<file path="src/hw/rtl/butterworth_biquad_lowpass_unit_defines.svh">
// ----------------------------------------------------------------------------
// Biquad low-pass assertion macros
// Concurrent assertion wrappers, clocked on clk and disabled while rst_n is low.
// ----------------------------------------------------------------------------
`ifndef BUTTERWORTH_BIQUAD_LOWPASS_UNIT_DEFINES_SVH
`define BUTTERWORTH_BIQUAD_LOWPASS_UNIT_DEFINES_SVH

`ifndef ASSERT_OFF
`define BBL_ASSERT(label, prop) \
    label: assert property (@(posedge clk) disable iff (!rst_n) prop) \
        else $error("bbl assertion failed");
`define BBL_ASSERT_NEVER(label, expr) \
    label: assert property (@(posedge clk) disable iff (!rst_n) !(expr)) \
        else $error("bbl forbidden condition seen");
`else
`define BBL_ASSERT(label, prop)
`define BBL_ASSERT_NEVER(label, expr)
`endif

`endif

</file>
<file path="src/hw/rtl/bbl_pkg.sv">
// ----------------------------------------------------------------------------
// Biquad low-pass package
// Shared types, register indexes and fixed-point widths.
// ----------------------------------------------------------------------------
package bbl_pkg;

    localparam int SAMPLE_W = 16;
    localparam int CFG_IDX_W = 3;
    localparam int CFG_DATA_W = 32;
    localparam int COEF_W = 18;
    localparam int PGAIN_W = 32;
    localparam int STATE_W = 48;

    typedef enum logic [CFG_IDX_W-1:0] {
        REG_GAIN_B0            = 3'd0,
        REG_FEEDBACK_A1        = 3'd1,
        REG_FEEDBACK_A2        = 3'd2,
        REG_PRESET_GAIN_FIRST  = 3'd3,
        REG_PRESET_GAIN_SECOND = 3'd4
    } bbl_reg_t;

    typedef enum logic [3:0] {
        ST_IDLE,
        ST_F_A1L,
        ST_F_A1H,
        ST_F_A2L,
        ST_F_A2H,
        ST_F_A2D,
        ST_F_W,
        ST_F_SAT,
        ST_F_SUM,
        ST_F_B0L,
        ST_F_B0H,
        ST_F_B0D,
        ST_F_OUT,
        ST_P_G1,
        ST_P_G2,
        ST_P_ST
    } bbl_state_t;

endpackage

</file>
<file path="src/hw/rtl/bbl_in_if.sv">
// ----------------------------------------------------------------------------
// Biquad low-pass input channel
// Valid/ready channel carrying a command and one sample.
// ----------------------------------------------------------------------------
interface bbl_in_if;
    logic                                valid;
    logic                                ready;
    logic                                cmd;
    logic signed [bbl_pkg::SAMPLE_W-1:0] sample_in;

    modport source (output valid, output cmd, output sample_in, input ready);
    modport sink   (input valid, input cmd, input sample_in, output ready);
endinterface

</file>
<file path="src/hw/rtl/bbl_out_if.sv">
// ----------------------------------------------------------------------------
// Biquad low-pass output channel
// Valid/ready channel carrying one filtered sample and its clip flag.
// ----------------------------------------------------------------------------
interface bbl_out_if;
    logic                                valid;
    logic                                ready;
    logic signed [bbl_pkg::SAMPLE_W-1:0] filtered;
    logic                                clipped;

    modport source (output valid, output filtered, output clipped, input ready);
    modport sink   (input valid, input filtered, input clipped, output ready);
endinterface

</file>
<file path="src/hw/rtl/butterworth_biquad_lowpass_unit.sv">
// ----------------------------------------------------------------------------
// Butterworth biquad low-pass unit
// Second-order direct form II low-pass, numerator 1,2,1, on one shared
// 32x26 multiplier under a sequencer.
// ----------------------------------------------------------------------------
// Usage:
//   in_ch  : sink, one transfer per command. cmd 0 filters sample_in, cmd 1
//            presets both delays from sample_in and the preset gains.
//   out_ch : source, one transfer per filter command (filtered, clipped).
//   cfg    : cfg_wr_en / cfg_index / cfg_data write port; write while idle.
// Sequence:
//   A filter command runs after its transfer on the shared multiplier
//   (six products, each followed by an accumulate); its result is
//   registered at the last step, and no new command is taken before
//   the sequencer is back in idle. A preset command emits nothing.
//   in_ch.ready is high only while the sequencer is idle.
// Reset:
//   rst_n clears the sequencer, output valid, coefficients and delays.
// Stall:
//   The result sits in an output register; the next command is accepted
//   meanwhile, and the sequencer holds at its last step until that
//   register is free.
// ----------------------------------------------------------------------------
`include "butterworth_biquad_lowpass_unit_defines.svh"

module butterworth_biquad_lowpass_unit
(
    input  logic                              clk,
    input  logic                              rst_n,
    bbl_in_if.sink                            in_ch,
    bbl_out_if.source                         out_ch,
    input  logic                              cfg_wr_en,
    input  logic [bbl_pkg::CFG_IDX_W-1:0]     cfg_index,
    input  logic [bbl_pkg::CFG_DATA_W-1:0]    cfg_data
);

    localparam int PROD_W = 58;
    localparam int ACC_W  = 68;
    localparam int W_W    = 53;
    localparam int SUM_W  = 50;

    bbl_pkg::bbl_state_t state_reg, state_next;

    logic signed [bbl_pkg::COEF_W-1:0]   gain_b0_reg, gain_b0_next;
    logic signed [bbl_pkg::COEF_W-1:0]   a1_reg, a1_next;
    logic signed [bbl_pkg::COEF_W-1:0]   a2_reg, a2_next;
    logic signed [bbl_pkg::PGAIN_W-1:0]  pg1_reg, pg1_next;
    logic signed [bbl_pkg::PGAIN_W-1:0]  pg2_reg, pg2_next;

    logic signed [bbl_pkg::STATE_W-1:0]  delay_first_reg, delay_first_next;
    logic signed [bbl_pkg::STATE_W-1:0]  delay_second_reg, delay_second_next;
    logic signed [bbl_pkg::STATE_W-1:0]  dnew_reg, dnew_next;
    logic signed [bbl_pkg::SAMPLE_W-1:0] x_reg, x_next;
    logic signed [PROD_W-1:0]            prod_reg, prod_next;
    logic signed [ACC_W-1:0]             acc_reg, acc_next;
    logic signed [W_W-1:0]               w_reg, w_next;
    logic signed [SUM_W-1:0]             sum_reg, sum_next;
    logic                                clip_reg, clip_next;

    logic                                out_valid_reg, out_valid_next;
    logic signed [bbl_pkg::SAMPLE_W-1:0] filtered_reg, filtered_next;
    logic                                clipped_reg, clipped_next;

    logic signed [31:0]                  mul_a;
    logic signed [25:0]                  mul_b;
    logic signed [ACC_W-1:0]             prod_ext;
    logic signed [ACC_W-1:0]             prod_sh;
    logic signed [W_W-1:0]               acc_term;
    logic signed [W_W-1:0]               x_q16;
    logic                                w_ovf;
    logic signed [bbl_pkg::STATE_W-1:0]  w_sat;
    logic signed [SUM_W-1:0]             sum_calc;
    logic signed [W_W-1:0]               y_round;
    logic                                y_ovf;
    logic signed [bbl_pkg::SAMPLE_W-1:0] y_sat;
    logic                                in_fire;
    logic                                out_free;

    assign in_ch.ready     = (state_reg == bbl_pkg::ST_IDLE);
    assign in_fire         = in_ch.valid && in_ch.ready;
    assign out_free        = !out_valid_reg || out_ch.ready;
    assign out_ch.valid    = out_valid_reg;
    assign out_ch.filtered = filtered_reg;
    assign out_ch.clipped  = clipped_reg;

    // low partial product is placed as is, high one at bit 25; high
    // products stay within 43 signed bits
    assign prod_ext = {{(ACC_W-PROD_W){prod_reg[PROD_W-1]}}, prod_reg};
    assign prod_sh  = {prod_reg[42:0], 25'd0};
    assign acc_term = {acc_reg[ACC_W-1], acc_reg[ACC_W-1:16]};
    assign x_q16    = {{(W_W-32){x_reg[15]}}, x_reg, 16'd0};

    assign w_ovf = !((&w_reg[W_W-1:47]) || !(|w_reg[W_W-1:47]));
    assign w_sat = w_ovf ? (w_reg[W_W-1] ? {1'b1, 47'd0} : {1'b0, {47{1'b1}}})
                         : w_reg[47:0];

    assign sum_calc = {{2{dnew_reg[47]}}, dnew_reg}
                    + {delay_first_reg[47], delay_first_reg, 1'b0}
                    + {{2{delay_second_reg[47]}}, delay_second_reg};

    assign y_round = acc_term + 53'sd32768;
    assign y_ovf   = !((&y_round[W_W-1:31]) || !(|y_round[W_W-1:31]));
    assign y_sat   = y_ovf ? (y_round[W_W-1] ? 16'sh8000 : 16'sh7fff)
                           : y_round[31:16];

    assign prod_next = mul_a * mul_b;

    always_comb
    begin
        state_next        = state_reg;
        gain_b0_next      = gain_b0_reg;
        a1_next           = a1_reg;
        a2_next           = a2_reg;
        pg1_next          = pg1_reg;
        pg2_next          = pg2_reg;
        delay_first_next  = delay_first_reg;
        delay_second_next = delay_second_reg;
        dnew_next         = dnew_reg;
        x_next            = x_reg;
        acc_next          = acc_reg;
        w_next            = w_reg;
        sum_next          = sum_reg;
        clip_next         = clip_reg;
        out_valid_next    = out_valid_reg && !out_ch.ready;
        filtered_next     = filtered_reg;
        clipped_next      = clipped_reg;
        mul_a             = '0;
        mul_b             = '0;

        if (cfg_wr_en)
        begin
            unique case (cfg_index)
                bbl_pkg::REG_GAIN_B0:            gain_b0_next = cfg_data[17:0];
                bbl_pkg::REG_FEEDBACK_A1:        a1_next      = cfg_data[17:0];
                bbl_pkg::REG_FEEDBACK_A2:        a2_next      = cfg_data[17:0];
                bbl_pkg::REG_PRESET_GAIN_FIRST:  pg1_next     = cfg_data;
                bbl_pkg::REG_PRESET_GAIN_SECOND: pg2_next     = cfg_data;
                default: ;
            endcase
        end

        unique case (state_reg)
            bbl_pkg::ST_IDLE:
            begin
                if (in_fire)
                begin
                    x_next     = in_ch.sample_in;
                    state_next = in_ch.cmd ? bbl_pkg::ST_P_G1 : bbl_pkg::ST_F_A1L;
                end
            end
            bbl_pkg::ST_F_A1L:
            begin
                mul_a      = {{14{a1_reg[17]}}, a1_reg};
                mul_b      = {1'b0, delay_first_reg[24:0]};
                state_next = bbl_pkg::ST_F_A1H;
            end
            bbl_pkg::ST_F_A1H:
            begin
                mul_a      = {{14{a1_reg[17]}}, a1_reg};
                mul_b      = {{3{delay_first_reg[47]}}, delay_first_reg[47:25]};
                acc_next   = prod_ext + 68'sd32768;
                state_next = bbl_pkg::ST_F_A2L;
            end
            bbl_pkg::ST_F_A2L:
            begin
                mul_a      = {{14{a2_reg[17]}}, a2_reg};
                mul_b      = {1'b0, delay_second_reg[24:0]};
                acc_next   = acc_reg + prod_sh;
                state_next = bbl_pkg::ST_F_A2H;
            end
            bbl_pkg::ST_F_A2H:
            begin
                mul_a      = {{14{a2_reg[17]}}, a2_reg};
                mul_b      = {{3{delay_second_reg[47]}}, delay_second_reg[47:25]};
                w_next     = x_q16 + acc_term;
                acc_next   = prod_ext + 68'sd32768;
                state_next = bbl_pkg::ST_F_A2D;
            end
            bbl_pkg::ST_F_A2D:
            begin
                acc_next   = acc_reg + prod_sh;
                state_next = bbl_pkg::ST_F_W;
            end
            bbl_pkg::ST_F_W:
            begin
                w_next     = w_reg + acc_term;
                state_next = bbl_pkg::ST_F_SAT;
            end
            bbl_pkg::ST_F_SAT:
            begin
                dnew_next  = w_sat;
                clip_next  = w_ovf;
                state_next = bbl_pkg::ST_F_SUM;
            end
            bbl_pkg::ST_F_SUM:
            begin
                sum_next   = sum_calc;
                state_next = bbl_pkg::ST_F_B0L;
            end
            bbl_pkg::ST_F_B0L:
            begin
                mul_a      = {{14{gain_b0_reg[17]}}, gain_b0_reg};
                mul_b      = {1'b0, sum_reg[24:0]};
                state_next = bbl_pkg::ST_F_B0H;
            end
            bbl_pkg::ST_F_B0H:
            begin
                mul_a      = {{14{gain_b0_reg[17]}}, gain_b0_reg};
                mul_b      = {sum_reg[SUM_W-1], sum_reg[SUM_W-1:25]};
                acc_next   = prod_ext + 68'sd32768;
                state_next = bbl_pkg::ST_F_B0D;
            end
            bbl_pkg::ST_F_B0D:
            begin
                acc_next   = acc_reg + prod_sh;
                state_next = bbl_pkg::ST_F_OUT;
            end
            bbl_pkg::ST_F_OUT:
            begin
                if (out_free)
                begin
                    out_valid_next    = 1'b1;
                    filtered_next     = y_sat;
                    clipped_next      = clip_reg || y_ovf;
                    delay_second_next = delay_first_reg;
                    delay_first_next  = dnew_reg;
                    state_next        = bbl_pkg::ST_IDLE;
                end
            end
            bbl_pkg::ST_P_G1:
            begin
                mul_a      = pg1_reg;
                mul_b      = {{10{x_reg[15]}}, x_reg};
                state_next = bbl_pkg::ST_P_G2;
            end
            bbl_pkg::ST_P_G2:
            begin
                mul_a            = pg2_reg;
                mul_b            = {{10{x_reg[15]}}, x_reg};
                delay_first_next = prod_reg[47:0];
                state_next       = bbl_pkg::ST_P_ST;
            end
            bbl_pkg::ST_P_ST:
            begin
                delay_second_next = prod_reg[47:0];
                state_next        = bbl_pkg::ST_IDLE;
            end
            default: state_next = bbl_pkg::ST_IDLE;
        endcase
    end

    always_ff @(posedge clk or negedge rst_n)
    begin
        if (!rst_n)
        begin
            state_reg        <= bbl_pkg::ST_IDLE;
            out_valid_reg    <= 1'b0;
            gain_b0_reg      <= '0;
            a1_reg           <= '0;
            a2_reg           <= '0;
            pg1_reg          <= '0;
            pg2_reg          <= '0;
            delay_first_reg  <= '0;
            delay_second_reg <= '0;
        end
        else
        begin
            state_reg        <= state_next;
            out_valid_reg    <= out_valid_next;
            gain_b0_reg      <= gain_b0_next;
            a1_reg           <= a1_next;
            a2_reg           <= a2_next;
            pg1_reg          <= pg1_next;
            pg2_reg          <= pg2_next;
            delay_first_reg  <= delay_first_next;
            delay_second_reg <= delay_second_next;
        end
    end

    always_ff @(posedge clk)
    begin
        dnew_reg     <= dnew_next;
        x_reg        <= x_next;
        prod_reg     <= prod_next;
        acc_reg      <= acc_next;
        w_reg        <= w_next;
        sum_reg      <= sum_next;
        clip_reg     <= clip_next;
        filtered_reg <= filtered_next;
        clipped_reg  <= clipped_next;
    end

    `BBL_ASSERT(a_out_from_last_step, $rose(out_valid_reg) |-> $past(state_reg) == bbl_pkg::ST_F_OUT)
    `BBL_ASSERT(a_accept_starts_seq, in_fire |=> (state_reg == bbl_pkg::ST_F_A1L || state_reg == bbl_pkg::ST_P_G1))
    `BBL_ASSERT(a_preset_silent, (in_fire && in_ch.cmd) |=> !$rose(out_valid_reg))
    `BBL_ASSERT(a_delay_shift, (state_reg == bbl_pkg::ST_F_OUT && out_free) |=> delay_second_reg == $past(delay_first_reg))

endmodule

</file>
<file path="src/flat_wrapper.sv">
// flat-port wrapper written by rule: the top's interface ports become plain ports
module butterworth_biquad_lowpass_unit_flat 
  (clk, rst_n, cfg_wr_en, cfg_index, cfg_data, in_ch_valid, in_ch_cmd, in_ch_sample_in, in_ch_ready, out_ch_valid, out_ch_filtered, out_ch_clipped, out_ch_ready);
  bbl_in_if in_ch_i ();
  bbl_out_if out_ch_i ();
  input  logic clk;
  input  logic rst_n;
  input  logic cfg_wr_en;
  input  logic [bbl_pkg::CFG_IDX_W-1:0] cfg_index;
  input  logic [bbl_pkg::CFG_DATA_W-1:0] cfg_data;
  input wire logic [$bits(in_ch_i.valid)-1:0] in_ch_valid;
  input wire logic [$bits(in_ch_i.cmd)-1:0] in_ch_cmd;
  input wire logic [$bits(in_ch_i.sample_in)-1:0] in_ch_sample_in;
  output wire logic [$bits(in_ch_i.ready)-1:0] in_ch_ready;
  output wire logic [$bits(out_ch_i.valid)-1:0] out_ch_valid;
  output wire logic [$bits(out_ch_i.filtered)-1:0] out_ch_filtered;
  output wire logic [$bits(out_ch_i.clipped)-1:0] out_ch_clipped;
  input wire logic [$bits(out_ch_i.ready)-1:0] out_ch_ready;
  assign in_ch_i.valid = in_ch_valid;
  assign in_ch_i.cmd = in_ch_cmd;
  assign in_ch_i.sample_in = in_ch_sample_in;
  assign in_ch_ready = in_ch_i.ready;
  assign out_ch_valid = out_ch_i.valid;
  assign out_ch_filtered = out_ch_i.filtered;
  assign out_ch_clipped = out_ch_i.clipped;
  assign out_ch_i.ready = out_ch_ready;
  butterworth_biquad_lowpass_unit u_core (.clk(clk), .rst_n(rst_n), .in_ch(in_ch_i), .out_ch(out_ch_i), .cfg_wr_en(cfg_wr_en), .cfg_index(cfg_index), .cfg_data(cfg_data));
endmodule
</file>
<file path="config.mk">
export PLATFORM = sky130hd
export DESIGN_NAME = butterworth_biquad_lowpass_unit_flat
export DESIGN_NICKNAME = d
export VERILOG_FILES = /design/src/hw/rtl/bbl_pkg.sv /design/src/hw/rtl/bbl_in_if.sv /design/src/hw/rtl/bbl_out_if.sv /design/src/hw/rtl/butterworth_biquad_lowpass_unit.sv /design/src/flat_wrapper.sv
export VERILOG_INCLUDE_DIRS = /design/src /design/src/hw/rtl
export SDC_FILE = /design/constraint.sdc
export NUM_CORES = 2
export LEC_CHECK = 0
export BUFFER_PORTS_ARGS = -buffer_cell sky130_fd_sc_hd__buf_2
export CORE_AREA = 4 4 341 343
export DETAILED_ROUTE_END_ITERATION = 7
export DIE_AREA = 0 0 345 347
export GPL_TIMING_DRIVEN = 0
export PLACE_DENSITY = 0.7
export SLEW_MARGIN = 10
export SYNTH_ARGS = -nofsm -noshare
export SYNTH_HDL_FRONTEND = slang
export SYNTH_SLANG_ARGS = --single-unit
</file>
<file path="constraint.sdc">
create_clock -name clk -period 16.75 [get_ports clk]
set_input_delay 3.35 -clock clk [delete_from_list [all_inputs] [get_ports clk]]
set_output_delay 3.35 -clock clk [all_outputs]
set_load 0.01 [all_outputs]
</file>
==> flow_metrics.py <==
metrics = {
    "cts": {
        "hold_buffers": 0,
        "cts_tree": "done",
        "htree_levels": 2,
        "cts-buffers-inserted": 61,
        "postCtsSetupRepairBufs": 0,
        "cts.sinks": 514,
        "clock_latency_ns": 0.73,
        "cts.path.max_buffers": 3,
        "clk_pin_slew_ns": 0.06,
        "cts-root-buf": "clkbuf_16",
        "cts_resized": 0,
    },
    "die": {
        "core_um2": 114000,
        "start_util": 0.536,
        "num_io_pins": 76,
        "die_h_um": 347,
        "fp.dieW_um": 345,
        "rows": 124,
        "dieArea_um2": 120000,
    },
    "worst_setup_path": {
        "rr_startpoint": "u_core.state_reg[1]",
        "cp_slowest_stage_delay_ns": 0.87,
        "rrSetupSlack_ns": 3.86,
        "r2r_cells": 37,
        "path_class": "reg2reg",
        "critical_path.endpoint": "u_core.prod_reg[51]",
        "cp_max_fo": 10,
        "endpoint_kind": "flip-flop",
        "worstReg2RegEnd": "u_core.prod_reg[51]",
        "cpMaxStageDelayCell": "clkbuf_1",
        "worstPathRequired_ns": 17.36,
        "start_kind": "flip-flop",
        "crit_top_cell": "fa_1",
        "startpoint": "u_core.state_reg[1]",
        "arrival_ns": 13.50,
    },
    "global_route": {
        "grtUsageTotal": 0.355,
        "grt_pass1_wl_um": 317000,
        "antenna_found_initial": 14,
        "grt_pass1_vias": 49705,
        "grt_overflow": 0,
        "grt_max_degree": 102,
    },
    "synthesis": {
        "synth-simple-area-share": 0.133,
        "yosysUniqueCellTypes": 82,
        "synth_seq_cells": 514,
        "postSynthCellCount": 6481,
        "post-synth-top-area-cell": "fa_1",
        "ys_warn_count": 0,
        "synth_mux_area_frac": 0.0331,
        "synth_top_family_by_area": "adder cells",
        "synth_most_common_cell": "inv_1",
        "synthXorXnorAreaFrac": 0.0394,
        "syn_avg_cell_area_um2": 9.40,
        "synthFlopType": "edfxtp_1",
        "synth_area_um2": 60900,
        "synth_compound_area_frac": 0.121,
        "synth_top_cell_area_share": 0.298,
        "yosys-top-cells-count": "inv_1 (984), fa_1 (906), nand2_1 (827)",
        "seq_area_frac_synth": 0.226,
        "synth_edf_count": 237,
        "synth_nets": 7788,
        "synth_fa_ha_area_frac": 0.369,
        "synth-async-reset-ratio": 0.426,
        "synthTopCellsByArea": "fa_1 (30%), edfxtp_1 (12%), dfrtp_1 (9.0%), ha_1 (7.1%), inv_1 (6.1%)",
    },
    "layout": {
        "layout-drive-gt1-share": 0.0566,
        "nNetsFinal": 7949,
        "fill_cells": 10171,
        "largest_register_ffs": 58,
        "syn_to_final_growth_pct": 7.91,
    },
    "drt": {
        "drc": 2,
        "totalWireLength_um": 215000,
        "first_iter_violations": 5781,
        "firstDrtPassIters": 8,
        "antenna_left": 0,
        "vias_per_cell": 6.15,
        "num_vias": 50477,
        "wl_per_cell_um": 26.2,
    },
    "status": {
        "violations": "design-rule violations",
        "outcome": "complete, but fails checks",
    },
    "sta": {
        "relSlewSlack": 0.0779,
        "grt_setup_unrepaired": "no",
        "finalSetupTns_ns": 0,
        "fin_crit_sh": 0.769,
        "hold_viol_final": 0,
        "finalCriticalPeriod_ns": 12.89,
        "slew_violations": 0,
        "tightestPinTransition_ns": 1.38,
        "finClkSkew_ns": 0.0898,
        "fmax_ghz": 0.0776,
        "setup_viol": 0,
    },
    "run": {
        "maxCapViolCount": 0,
    },
    "min_path": {
        "hold_class": "reg2reg",
    },
    "place": {
        "dp_hpwl_um": 174000,
        "portBuffers": 75,
        "place.gp.congestion": 1.02,
    },
}
-- cell families (layout without fill, tap and decap cells) --
group | Yosys count | count (layout)
buf+inv | 1281 | 1494
fa+ha+maj | 1250 | 1250
mux | 186 | 186
flops | 514 | 514
other cells | 0 | 8
xor+xnor | 274 | 274
compound gates | 1114 | 1114
simple gates | 1862 | 1862
-- stage by stage --
stage | std cells | utilization | hold slack, ns | setup WS (ns) | cell area [µm²]
final | 8214 | 0.579 | 0.506 | 3.86 | 65700
after global routing | 8208 | 0.578 | 0.512 | 3.36 | 65700
after CTS | 8206 | 0.578 | 0.508 | 4.15 | 65700
after detailed placement | 8091 | 0.560 | 0.494 | 4.15 | 63600
after global placement | 8068 | 0.556 | 0.487 | 3.98 | 63200
after floorplan | 6481 | - | 0.460 | 7.57 | 60900
-- cells in the final DEF, fill, tap and decap left out, types with 15 or more instances in the layout --
cell type  count
xor2_1       107
ha_1         344
o21ai_0      230
mux2i_1       65
inv_1        984
nand3_1      107
o211ai_1      15
or3_1         18
and4_1        17
xnor2_1      167
a211oi_1      30
nand2b_1      40
buf_1         23
clkbuf_16     66
dfxtp_1       58
and2_1        60
a22oi_1       91
a21o_1       172
nor2_1       553
dfrtp_1      219
a221o_1       24
edfxtp_1     237
fa_1         906
o21a_1        38
clkbuf_1     279
and3_1        59
nand2_1      826
a31oi_1       77
mux2_2       121
nand4_1       57
nor3_1        46
nor2b_1       30
a21oi_1      249
o21bai_1      33
buf_2         76
-- critical path, delay by kind of cell (launching register included) --
family                   cells  cell delay, ns
AND/OR/NAND/NOR              8            1.22
adder cells (fa/ha/maj)      9            4.18
buffers and inverters       11            3.36
AO/OA/AOI/OAI                9            3.56
flip-flops                   1            0.41
-- worst min path at each step --
stage,from,endpoint,slack (ns),cells after the start
final,u_core.a2_reg[17],u_core.a2_reg[17],0.51,1
after detailed placement,u_core.pg1_reg[7],u_core.pg1_reg[7],0.49,1
after floorplan,u_core.prod_reg[10],u_core.delay_first_reg[10],0.46,2
after global placement,u_core.pg1_reg[14],u_core.pg1_reg[14],0.49,1
after global routing,u_core.pg1_reg[4],u_core.pg1_reg[4],0.51,1
after CTS,u_core.pg1_reg[7],u_core.pg1_reg[7],0.51,1
-- area by class of cell --
type                    count  area, µm²  area share
multi-input cells        4686      42400       0.646
flip-flops and latches    514      13800       0.209
inverters                 984       3690      0.0562
well taps                1512       1890      0.0288
clock buffers              81       1750      0.0266
plain buffers             297       1130      0.0173
repair buffers             98        673      0.0102
clock inverters            34        372     0.00566
diodes                      8       20.0    0.000305
-- routing by layer --
layer,up-vias,track usage,wire (µm)
li1,21545,-,-
met1,25192,0.476,82500
met2,3018,0.521,91100
met3,708,0.110,27300
met4,14,0.185,14000
met5,-,0,88
Power is left out: the tool's default activity adds up to more than one toggle a clock period on the data nets, which glitch-free logic cannot reach.
